==> config.mk <==
export PLATFORM = sky130hd
export DESIGN_NAME = lenient_utf8_decoder_core
export DESIGN_NICKNAME = d
export VERILOG_FILES = /design/src/hw/rtl/lu8d_pkg.sv /design/src/hw/rtl/lu8d_in_reg.sv /design/src/hw/rtl/lu8d_decode.sv /design/src/hw/rtl/lu8d_burst.sv /design/src/hw/rtl/lenient_utf8_decoder_core.sv
export SDC_FILE = /design/constraint.sdc
export NUM_CORES = 1
export LEC_CHECK = 0
export ABC_AREA = 1
export BUFFER_PORTS_ARGS = -buffer_cell sky130_fd_sc_hd__buf_4
export CORE_MARGIN = 2
export CORE_UTILIZATION = 50
export CTS_CLUSTER_SIZE = 24
export DETAILED_ROUTE_END_ITERATION = 8
export PLACE_DENSITY = 0.73
export SLEW_MARGIN = 15
export SYNTH_ARGS = -nofsm -noshare
export SYNTH_HDL_FRONTEND = slang
export SYNTH_SLANG_ARGS = --single-unit
==> constraint.sdc <==
create_clock -name i_clk -period 14.1 [get_ports i_clk]
set_clock_uncertainty 0.1 [all_clocks]
set_input_delay 0.705 -clock i_clk [delete_from_list [all_inputs] [get_ports i_clk]]
set_output_delay 0.705 -clock i_clk [all_outputs]
set_load 0.005 [all_outputs]
==> src/hw/rtl/lu8d_pkg.sv <==
// Package for the lenient UTF-8 decoder: beat types, decode constants and
// the lead-byte and code-point helper functions. No dependencies.
`default_nettype none

package lu8d_pkg;

    localparam int MaxRes  = 4;
    localparam int ResCntW = $clog2(MaxRes + 1);
    localparam int HeldMax = 3;
    localparam int CpW     = 21;

    localparam logic [CpW-1:0] SubstChar = CpW'(63);

    typedef struct packed {
        logic [7:0] text_byte;
        logic       final_byte;
    } t_in;

    typedef struct packed {
        logic [CpW-1:0] code_point;
        logic           substituted;
        logic           run_end;
        logic           text_end;
    } t_out;

    typedef struct packed {
        logic [ResCntW-1:0]     cnt;
        t_out [MaxRes-1:0]      res;
    } t_burst;

    function automatic logic [2:0] seq_len(input logic [7:0] c);
        logic [2:0] l;
        if ((c & 8'h80) == 8'h00) begin
            l = 3'd1;
        end else if ((c & 8'hE0) == 8'hC0) begin
            l = 3'd2;
        end else if ((c & 8'hF0) == 8'hE0) begin
            l = 3'd3;
        end else if ((c & 8'hF8) == 8'hF0) begin
            l = 3'd4;
        end else begin
            l = 3'd0;
        end
        return l;
    endfunction

    function automatic logic [CpW-1:0] assemble(
        input logic [7:0] b0,
        input logic [7:0] b1,
        input logic [7:0] b2,
        input logic [7:0] b3,
        input logic [2:0] len
    );
        logic [CpW-1:0] cp;
        case (len)
            3'd1: begin
                cp = {13'd0, b0};
            end
            3'd2: begin
                cp = {10'd0, b0[4:0], b1[5:0]};
            end
            3'd3: begin
                cp = {5'd0, b0[3:0], b1[5:0], b2[5:0]};
            end
            default: begin
                cp = {b0[2:0], b1[5:0], b2[5:0], b3[5:0]};
            end
        endcase
        return cp;
    endfunction

endpackage

`default_nettype wire

==> src/hw/rtl/lu8d_in_reg.sv <==
// Input register of the lenient UTF-8 decoder: holds one accepted byte beat
// until the decode stage takes it. Depends on lu8d_pkg.
`default_nettype none

module lu8d_in_reg (
    input  wire logic          i_clk,
    input  wire logic          i_rst_n,
    input  wire logic          i_valid,
    output logic               o_stall,
    input  wire lu8d_pkg::t_in i_data,
    input  wire logic          i_take,
    output logic               o_valid,
    output lu8d_pkg::t_in      o_data
);
    import lu8d_pkg::*;

    logic r_valid;
    t_in  r_data;

    assign o_stall = r_valid && !i_take;
    assign o_valid = r_valid;
    assign o_data  = r_data;

    always_ff @(posedge i_clk) begin
        if (!i_rst_n) begin
            r_valid <= 1'b0;
        end else if (i_valid && !o_stall) begin
            r_valid <= 1'b1;
        end else if (i_take) begin
            r_valid <= 1'b0;
        end
    end

    always_ff @(posedge i_clk) begin
        if (i_valid && !o_stall) begin
            r_data <= i_data;
        end
    end

endmodule

`default_nettype wire

==> src/hw/rtl/lu8d_decode.sv <==
// Decode stage of the lenient UTF-8 decoder: held sequence bytes and the
// single-pass decode of one byte beat into a burst of results. Depends on lu8d_pkg.
`default_nettype none

module lu8d_decode (
    input  wire logic          i_clk,
    input  wire logic          i_rst_n,
    input  wire logic          i_take,
    input  wire lu8d_pkg::t_in i_data,
    output lu8d_pkg::t_burst   o_burst
);
    import lu8d_pkg::*;

    logic [7:0] r_held [HeldMax];
    logic [1:0] r_cnt;
    logic [1:0] n_cnt;
    logic       n_hold;

    always_comb begin
        logic [7:0]         bytes [7];
        logic [2:0]         total;
        logic [2:0]         pos;
        logic [2:0]         l;
        logic [2:0]         l0;
        logic [2:0]         alen;
        logic [ResCntW-1:0] n;
        t_burst             b;
        b      = '0;
        n      = '0;
        pos    = '0;
        l      = '0;
        n_hold = 1'b0;
        n_cnt  = 2'd0;
        total  = {1'b0, r_cnt} + 3'd1;
        for (int k = 0; k < 7; k++) begin
            if (k < HeldMax && 3'(k) < {1'b0, r_cnt}) begin
                bytes[k] = r_held[k];
            end else if (3'(k) == {1'b0, r_cnt}) begin
                bytes[k] = i_data.text_byte;
            end else begin
                bytes[k] = 8'd0;
            end
        end
        l0   = seq_len(bytes[0]);
        alen = (l0 == 3'd0) ? 3'd1 : l0;

        if (i_data.final_byte) begin
            for (int s = 0; s < MaxRes; s++) begin
                if (pos < total) begin
                    l = seq_len(bytes[pos]);
                    if (l != 3'd0 && ({1'b0, pos} + {1'b0, l}) <= {1'b0, total}) begin
                        b.res[n[1:0]].code_point = assemble(bytes[pos], bytes[pos + 3'd1],
                            bytes[pos + 3'd2], bytes[pos + 3'd3], l);
                        pos = pos + l;
                    end else begin
                        b.res[n[1:0]].code_point  = SubstChar;
                        b.res[n[1:0]].substituted = 1'b1;
                        pos = pos + 3'd1;
                    end
                    n = n + ResCntW'(1);
                end
            end
        end else if (r_cnt == 2'd0) begin
            if (l0 == 3'd1) begin
                b.res[0].code_point = {13'd0, i_data.text_byte};
                n = ResCntW'(1);
            end else if (l0 == 3'd0) begin
                b.res[0].code_point  = SubstChar;
                b.res[0].substituted = 1'b1;
                n = ResCntW'(1);
            end else begin
                n_hold = 1'b1;
                n_cnt  = 2'd1;
            end
        end else begin
            if (l0 == 3'd0 || total >= l0) begin
                b.res[0].code_point = assemble(bytes[0], bytes[1], bytes[2], bytes[3], alen);
                n = ResCntW'(1);
            end else begin
                n_hold = 1'b1;
                n_cnt  = r_cnt + 2'd1;
            end
        end

        if (n != '0) begin
            b.res[2'(n - ResCntW'(1))].run_end  = 1'b1;
            b.res[2'(n - ResCntW'(1))].text_end = i_data.final_byte;
        end
        b.cnt   = n;
        o_burst = b;
    end

    always_ff @(posedge i_clk) begin
        if (!i_rst_n) begin
            r_cnt <= 2'd0;
        end else if (i_take) begin
            r_cnt <= n_cnt;
        end
    end

    always_ff @(posedge i_clk) begin
        if (i_take && n_hold) begin
            r_held[r_cnt] <= i_data.text_byte;
        end
    end

endmodule

`default_nettype wire

==> src/hw/rtl/lu8d_burst.sv <==
// Result register of the lenient UTF-8 decoder: holds the results of one
// byte beat and shifts them out one beat at a time. Depends on lu8d_pkg.
`default_nettype none

module lu8d_burst (
    input  wire logic             i_clk,
    input  wire logic             i_rst_n,
    input  wire logic             i_load,
    input  wire lu8d_pkg::t_burst i_burst,
    output logic                  o_free,
    output logic                  o_valid,
    input  wire logic             i_stall,
    output lu8d_pkg::t_out        o_data
);
    import lu8d_pkg::*;

    logic [ResCntW-1:0] r_cnt;
    t_out [MaxRes-1:0]  r_res;
    logic               out_take;

    assign o_valid  = (r_cnt != '0);
    assign o_data   = r_res[0];
    assign out_take = o_valid && !i_stall;
    assign o_free   = (r_cnt == '0) || (r_cnt == ResCntW'(1) && !i_stall);

    always_ff @(posedge i_clk) begin
        if (!i_rst_n) begin
            r_cnt <= '0;
        end else if (i_load) begin
            r_cnt <= i_burst.cnt;
        end else if (out_take) begin
            r_cnt <= r_cnt - ResCntW'(1);
        end
    end

    always_ff @(posedge i_clk) begin
        if (i_load) begin
            r_res <= i_burst.res;
        end else if (out_take) begin
            r_res <= {t_out'('0), r_res[MaxRes-1:1]};
        end
    end

endmodule

`default_nettype wire

==> src/hw/rtl/lenient_utf8_decoder_core.sv <==
// Top level of the lenient UTF-8 decoder: input register, decode stage and
// result register. Depends on lu8d_pkg, lu8d_in_reg, lu8d_decode, lu8d_burst.
//
// Use: the input channel (i_valid, o_stall, i_data) takes one text byte per
// beat, with final_byte set on the last byte of a text. The output channel
// (o_valid, i_stall, o_data) gives one code point per beat; run_end marks the
// last result of an input byte and text_end the last result of a text.
// A byte that only extends a pending multi-byte sequence gives no result.
// A byte passes the input register, decode and then the result register.
// Throughput without receiver stalls: one byte per cycle while each byte
// gives at most one result; a final byte that flushes held bytes gives up to
// three results, one per cycle, and the input waits for the last to be taken.
// Reset (synchronous, i_rst_n low) empties both registers and drops any held
// partial sequence. When the receiver stalls, the current result holds and
// o_stall rises once the input register is also full.
`default_nettype none

module lenient_utf8_decoder_core (
    input  wire logic           i_clk,
    input  wire logic           i_rst_n,
    input  wire logic           i_valid,
    output logic                o_stall,
    input  wire lu8d_pkg::t_in  i_data,
    output logic                o_valid,
    input  wire logic           i_stall,
    output lu8d_pkg::t_out      o_data
);
    import lu8d_pkg::*;

    logic   in_valid;
    t_in    in_data;
    logic   take;
    logic   free;
    t_burst burst;

    assign take = in_valid && free;

    lu8d_in_reg u_in_reg (
        .i_clk   (i_clk),
        .i_rst_n (i_rst_n),
        .i_valid (i_valid),
        .o_stall (o_stall),
        .i_data  (i_data),
        .i_take  (take),
        .o_valid (in_valid),
        .o_data  (in_data)
    );

    lu8d_decode u_decode (
        .i_clk   (i_clk),
        .i_rst_n (i_rst_n),
        .i_take  (take),
        .i_data  (in_data),
        .o_burst (burst)
    );

    lu8d_burst u_burst (
        .i_clk   (i_clk),
        .i_rst_n (i_rst_n),
        .i_load  (take),
        .i_burst (burst),
        .o_free  (free),
        .o_valid (o_valid),
        .i_stall (i_stall),
        .o_data  (o_data)
    );

endmodule

`default_nettype wire
==> qor.csv, run 1 <==
stage,metric,value,unit
cts,clk slew on worst S/H paths,0.07,ns
cts,CTS tree,yes,
sta,Final Max Slew Viols,0,
synth,net count after synthesis,2038,
worst_setup_path,reg-to-reg startpoint,u_decode.r_cnt[1]$_SDFFE_PN0P_,
sta,setup ws final,0.986,ns
worst_setup_path,CP Depth,81,
sta,Final setup viols,0,
synth,post-synth top area share,0.292,
floorplan,Core Box Area,0.0261,mm^2
worst_setup_path,WS Path Type,flip-flop to flip-flop,
synth,sequential-to-total area share from yosys stat,0.302,
global_route,vias in the first global route,13900,
placement,dpl cells,2291,
route,post-route ant nets,0,
outcome,outcome,finished clean,
global_route,pin count of the biggest net entering global routing,70,
global_route,gr usage total,0.424,
synth,Post-synth EDFFs,129,
worst_setup_path,Critical Path Start,u_decode.r_cnt[1]$_SDFFE_PN0P_,
global_route,initial antenna violation count,1,
finish,Diodes inserted,0,
synth,synthesized flop and latch total,135,
floorplan,Initial Util,0.508,
cts,clk buf depth,2,
worst_setup_path,WP data arrival,13.20,ns
synth,Syn Std Cell Area,0.0132,mm^2
cts,CTS sink cnt,135,
worst_setup_path,"CP delay by family, top",simple AND/OR/NAND/NOR gates,
synth,Yosys cell types,59,
worst_setup_path,CP peak stage delay,0.44,ns
synth,"area leader, netlist",edfxtp_1,
route,DR DRC count,0,
synth,largest cells by area after synthesis,"edfxtp_1 29%, nand2_1 17%, o21ai_0 6.2%, nand3_1 5.0%, nor2_1 5.0%",
route,WL final,59800,um
placement,Post-Place Setup Slack,0.194,ns
cts,CTS Buf Count,17,
worst_setup_path,crit path buf inv count,19,
route,vias post-DR,15200,
sta,Final Cycle Share,0.930,
worst_setup_path,Reg2Reg Depth,81,
finish,Layout area overhead,9.38,%
finish,"Cell Count, Final, Fillers Out",2327,
worst_setup_path,FF-to-FF setup slack,0.99,ns
route,drt first pass iters,7,
sta,Slew @ Worst Pin,1.23,ns
sta,Sum Neg Setup Slack,0,ns
worst_setup_path,startpoint types,flip-flop,
route,Iteration-0 DRC Markers,2496,
worst_setup_path,CP Max Fanout,24,
floorplan,die area,0.0278,mm^2
floorplan,# IOs,39,
placement,I/O Buffers,38,
synth,asr flop ratio synth,0,
worst_setup_path,CP max-delay cell,fa_1,
synth,syn avg cell area,6.72,um^2
global_route,first-pass GRT wire length,88500,um
sta,Tmin final,13.11,ns
finish,share of layout cells above drive strength 1,0.108,
sta,Worst Hold Slack,0.332,ns
synth,Mapped Cells,1972,
cts,CTS H-tree lvls,4,
sta,RSZ-0062 raised after global routing,no,
cts,root buf cell,clkbuf_16,
floorplan,row count,59,
route,via-per-instance ratio,6.52,
worst_setup_path,"most used cell, CP",nand2_1,
global_route,grt ovf,0,
worst_setup_path,Setup crit end,u_burst.r_res[32]$_DFFE_PP_,
sta,Max-Slew Margin vs Limit,0.181,
worst_hold_path,hold crit path type,primary input to flip-flop,
worst_setup_path,R2R Path End,u_burst.r_res[32]$_DFFE_PP_,
synth,"Top FF cell, synth",edfxtp_1,
worst_setup_path,Crit path required time,14.19,ns
sta,Fin. Hold Viols,0,
placement,RePlAce Congestion,1.12,
sta,Fmax,76.3,MHz
flow_run,Max-cap violations,0,
floorplan,DIE HEIGHT,167,um
synth,yosys warns,0,
placement,HPWL Detailed,45300,um
cts,worst skew pair latency,0.44,ns
finish,"Net count, final",2045,
route,WL/cell,25.7,um
floorplan,die width,167,um
worst_setup_path,crit end category,flip-flop,
==> how the worst min path moves through the flow <==
stage,depth (start not counted),endpoint,slack [ns],from
6_report,1,u_in_reg.o_data[6]$_DFFE_PP_,0.33,i_data[6]
5_1_grt,1,u_in_reg.o_data[6]$_DFFE_PP_,0.33,i_data[6]
3_3_place_gp,2,u_burst.r_res[59]$_DFFE_PP_,0.40,u_burst.r_res[83]$_SDFFCE_PN0P_
3_5_place_dp,2,u_burst.r_res[59]$_DFFE_PP_,0.40,u_burst.r_res[83]$_SDFFCE_PN0P_
4_1_cts,1,u_in_reg.o_data[6]$_DFFE_PP_,0.34,i_data[6]
2_1_floorplan,2,u_burst.r_res[40]$_DFFE_PP_,0.39,u_burst.r_res[64]$_DFFE_PP_
==> layout by cell type (no fill, tap or decap), drive strengths merged, types with 2 or more instances in the layout <==
cell	instances
nand2	616
o21ai	212
nor2	189
inv	188
nand3	149
edfxtp	129
buf	95
a21oi	84
o22ai	56
ha	50
nor3	30
a22oi	25
o211ai	17
clkbuf	17
a21boi	12
clkinv	10
nand4	9
a211oi	8
nor4	8
o311ai	8
xor2	7
a221oi	7
o21a	6
a31oi	6
dfxtp	6
a22o	5
a2111oi	5
clkinvlp	4
nand3b	4
o31ai	4
o21bai	4
a32oi	3
o221ai	3
fa	3
a21o	2
and2	2
xnor2	2
a2bb2oi	2
==> layout make-up <==
type	count	area [um^2]
Clock buffer	17	425
Clock inverter	15	135
Fill cell	2576	11600
Inverter	187	712
Multi-Input combinational cell	1543	8090
Sequential cell	135	3990
Tap cell	335	419
Timing Repair Buffer	95	713
==> flip-flops by register name (all words and copies together) (netlist names) <==
name and count:
u_burst.r_res 72, u_burst.o_data 24, u_decode.r_held 24, u_in_reg.o_data 9, u_burst.r_cnt 3, u_decode.r_cnt 2, u_in_reg.o_valid 1
==> cell families after synthesis <==
logic type,after synthesis,share of synthesized area
AO/OA/AOI/OAI,473,0.216
XOR/XNOR,9,0.00595
adder cells (fa/ha/maj),53,0.0518
buffers and inverters,296,0.0981
flip-flops,135,0.302
AND/OR/NAND/NOR,1006,0.326
==> synth_stat cells, types with 6 or more instances <==
master	number
inv_1	165
edfxtp_1	129
o21ai_0	164
o211ai_1	17
o21a_1	6
nand2_1	594
nand3_4	7
clkinv_1	7
clkbuf_1	60
a21boi_0	9
o311ai_0	8
nor2_1	177
xor2_1	7
dfxtp_1	6
nand3_2	9
a221oi_1	7
a31oi_1	6
o21ai_1	42
o22ai_1	56
a21oi_1	79
buf_6	9
ha_1	50
nor4_1	8
nor2_2	8
inv_2	15
nand4_1	9
nand3_1	133
a211oi_1	8
a22oi_1	25
buf_2	9
nand2_2	15
buf_4	29
nor3_1	30
==> per-layer routing <==
metal,track usage,vias up,wire (um)
met4,0.239,0,4100
met3,0.111,229,7780
li1,-,6738,-
met5,0,-,0
met2,0.619,1146,24800
met1,0.570,7064,23000
==> timing repair <==
| action | in CTS | in global routing |
|---|---|---|
| hold buffers | 0 | 0 |
| buffers inserted | 0 | 2 |
| endpoints found under the setup margin | 0 | 88 |
| resized for setup | 0 | 21 |
==> through the flow <==
step                      cell area [um^2]   util
after detailed placement             13800  0.529
after global routing                 14500  0.556
after CTS                            14300  0.551
after floorplan                      13200      -
final                                14500  0.556
after global placement               13800  0.529
Power of run 1 is not shown: default switching activity piles up to over one toggle a cycle in this logic, so the estimate is an artifact.
==> inputs of run 2 (changes only) <==
--- a/config.mk
+++ b/config.mk
@@ -11,7 +11,7 @@
 export CORE_UTILIZATION = 50
 export CTS_CLUSTER_SIZE = 24
 export DETAILED_ROUTE_END_ITERATION = 8
-export PLACE_DENSITY = 0.73
+export PLACE_DENSITY = 0.69
 export SLEW_MARGIN = 15
 export SYNTH_ARGS = -nofsm -noshare
 export SYNTH_HDL_FRONTEND = slang
==> run 2 against run 1 <==
The run now ends with DRC left; wire length is essentially flat; first-iteration DRC count grew 0.36%; hold slack lost 0.0014 ns; utilization grew 0.45 points; final cell count grew 0.17%; via count shrank 0.43%; maximum frequency shrank 1.1%; register-to-register slack lost 0.14 ns; sequential cell count is the same; non-clock buffer count grew 4; critical endpoint is now u_burst.r_res[30]$_DFFE_PP_; worst setup slack lost 0.14 ns; critical path type unchanged.
==> qor.csv, run 2 (synthesis gave the netlist of run 1 again) <==
stage,metric,value,unit,change
outcome,outcome,"finished, violations left",,
outcome,failing checks,DRC,,
floorplan,Initial Util,0.508,,unchanged
finish,share of layout cells above drive strength 1,0.110,,+0.00229
placement,I/O Buffers,38,,unchanged
worst_setup_path,CP max-delay cell,fa_1,,
sta,Fin. Hold Viols,0,,unchanged
sta,Slew @ Worst Pin,1.16,ns,-0.0689 ns
finish,"commonest cells after routing, fill and taps aside","593 x nand2_1, 174 x nor2_1, 164 x o21ai_0, 162 x inv_1, 133 x nand3_1",,
floorplan,row count,59,,unchanged
placement,HPWL Detailed,45300,um,+0.15%
worst_setup_path,WP data arrival,13.35,ns,+0.15 ns
route,vias post-DR,15100,,-0.43%
global_route,gr usage total,0.423,,-0.000760
sta,Final Cycle Share,0.940,,+0.0101
global_route,first-pass GRT wire length,88600,um,+0.13%
global_route,vias in the first global route,14200,,+2.3%
floorplan,DIE HEIGHT,167,um,unchanged
route,WL/cell,25.6,um,-0.18%
floorplan,die width,167,um,unchanged
placement,RePlAce Congestion,1.11,,-0.89%
worst_setup_path,CP peak stage delay,0.53,ns,+0.09 ns
worst_setup_path,crit end category,flip-flop,,
route,DR DRC count,3,,+3
finish,"Cell Count, Final, Fillers Out",2331,,+0.17%
worst_setup_path,CP Max Fanout,15,,-38%
worst_setup_path,WS Path Type,flip-flop to flip-flop,,
sta,Tmin final,13.26,ns,+0.142 ns
cts,CTS Buf Count,17,,unchanged
floorplan,Core Box Area,0.0261,mm^2,unchanged
cts,worst skew pair latency,0.46,ns,+0.02 ns
finish,Top reg by flops,u_burst.r_res,,
finish,Layout area overhead,10.3,%,
sta,Final setup viols,0,,unchanged
finish,"most common cell after layout, fill and taps aside",nand2_1,,
cts,CTS tree,yes,,
worst_hold_path,hold crit path type,primary input to flip-flop,,
finish,"Net count, final",2049,,+0.20%
worst_setup_path,startpoint types,flip-flop,,
sta,Sum Neg Setup Slack,0,ns,unchanged
sta,Max-Slew Margin vs Limit,0.220,,+0.0390
worst_setup_path,Crit path required time,14.19,ns,about the same
worst_setup_path,"most used cell, CP",nand2_1,,
flow_run,Max-cap violations,0,,unchanged
cts,CTS H-tree lvls,4,,unchanged
cts,CTS Hold Bufs,0,,unchanged
finish,max FFs per register,72,,unchanged
floorplan,# IOs,39,,unchanged
sta,Fmax,75.4,MHz,-1.1%
route,via-per-instance ratio,6.48,,-0.61%
route,drt first pass iters,9,,+2
sta,Final Max Slew Viols,0,,unchanged
route,WL final,59800,um,about the same
route,Iteration-0 DRC Markers,2505,,+0.36%
cts,clk slew on worst S/H paths,0.08,ns,about the same
floorplan,die area,0.0278,mm^2,unchanged
cts,CTS sink cnt,135,,unchanged
cts,clk buf depth,2,,unchanged
route,post-route ant nets,0,,unchanged
global_route,pin count of the biggest net entering global routing,57,,-19%
finish,Diodes inserted,0,,unchanged
global_route,grt ovf,0,,unchanged
placement,dpl cells,2290,,-0.044%
global_route,initial antenna violation count,3,,+2
cts,root buf cell,clkbuf_16,,
run 2: cell types whose count changed in the layout (fill, tap and decap cells not counted), moves of 2 or more:
| cell | previous run | this run |
|---|---|---|
| buf_4 | 95 | 98 |
| bufinv_16 | 0 | 2 |
| clkinv_8 | 0 | 3 |
| inv_8 | 5 | 3 |
run 2: critical path: cells and delay by family (launching register included):
family	cells	cell delay, ns
flops	1	0.31
xor+xnor	1	0.22
buf+inv	16	2.19
simple gates	35	4.92
compound gates	12	1.96
fa+ha+maj	10	3.23
run 2: path summary, 6_finish.rpt:
| check | from | to | slack [ns] | cells past startpoint |
|---|---|---|---|---|
| hold reg to reg | u_burst.r_res[51]$_DFFE_PP_ | u_burst.r_res[27]$_DFFE_PP_ | 0.40 | 2 |
| setup / recovery | u_decode.r_cnt[1]$_SDFFE_PN0P_ | u_burst.r_res[30]$_DFFE_PP_ | 0.84 | 74 |
| hold / removal | i_data[8] | u_in_reg.o_data[8]$_DFFE_PP_ | 0.33 | 1 |
| setup reg to reg | u_decode.r_cnt[1]$_SDFFE_PN0P_ | u_burst.r_res[30]$_DFFE_PP_ | 0.84 | 74 |
run 2: what timing repair did:
item | 4_1_cts | 5_1_grt
endpoints found under the hold margin | 0 | 0
endpoints found under the setup margin | 7 | 88
pin swaps | 0 | 4
cloned | 0 | 2
setup buffers | 0 | 7
resized for setup | 1 | 22
run 2: metrics by stage:
stage	worst slack (ns)	util	hold WS (ns)	cell area, um^2
after floorplan	0.212	-	0.394	13200
after global placement	0.499	0.529	0.396	13800
after detailed placement	0.00150	0.529	0.403	13800
after CTS	0.0870	0.553	0.329	14400
after global routing	-0.0266	0.560	0.328	14600
final	0.844	0.560	0.330	14600
run 2: layout make-up:
cell class,instances,area [um^2]
Sequential cell,135,3990
Fill cell,2629,11500
Multi-Input combinational cell,1543,8100
Timing Repair Buffer,99,756
Tap cell,335,419
Clock buffer,17,425
Inverter,187,713
Clock inverter,15,201
run 2: routing by layer:
metal	track usage	up-vias	wire length, um	part of all wire
met4	0.240	4	4350	0.073
met5	0	-	31	0.00052
met2	0.637	1149	25100	0.42
met3	0.130	315	7930	0.13
li1	-	6745	-	-
met1	0.540	6898	22300	0.37
Power of run 2 is left out for the same reason.
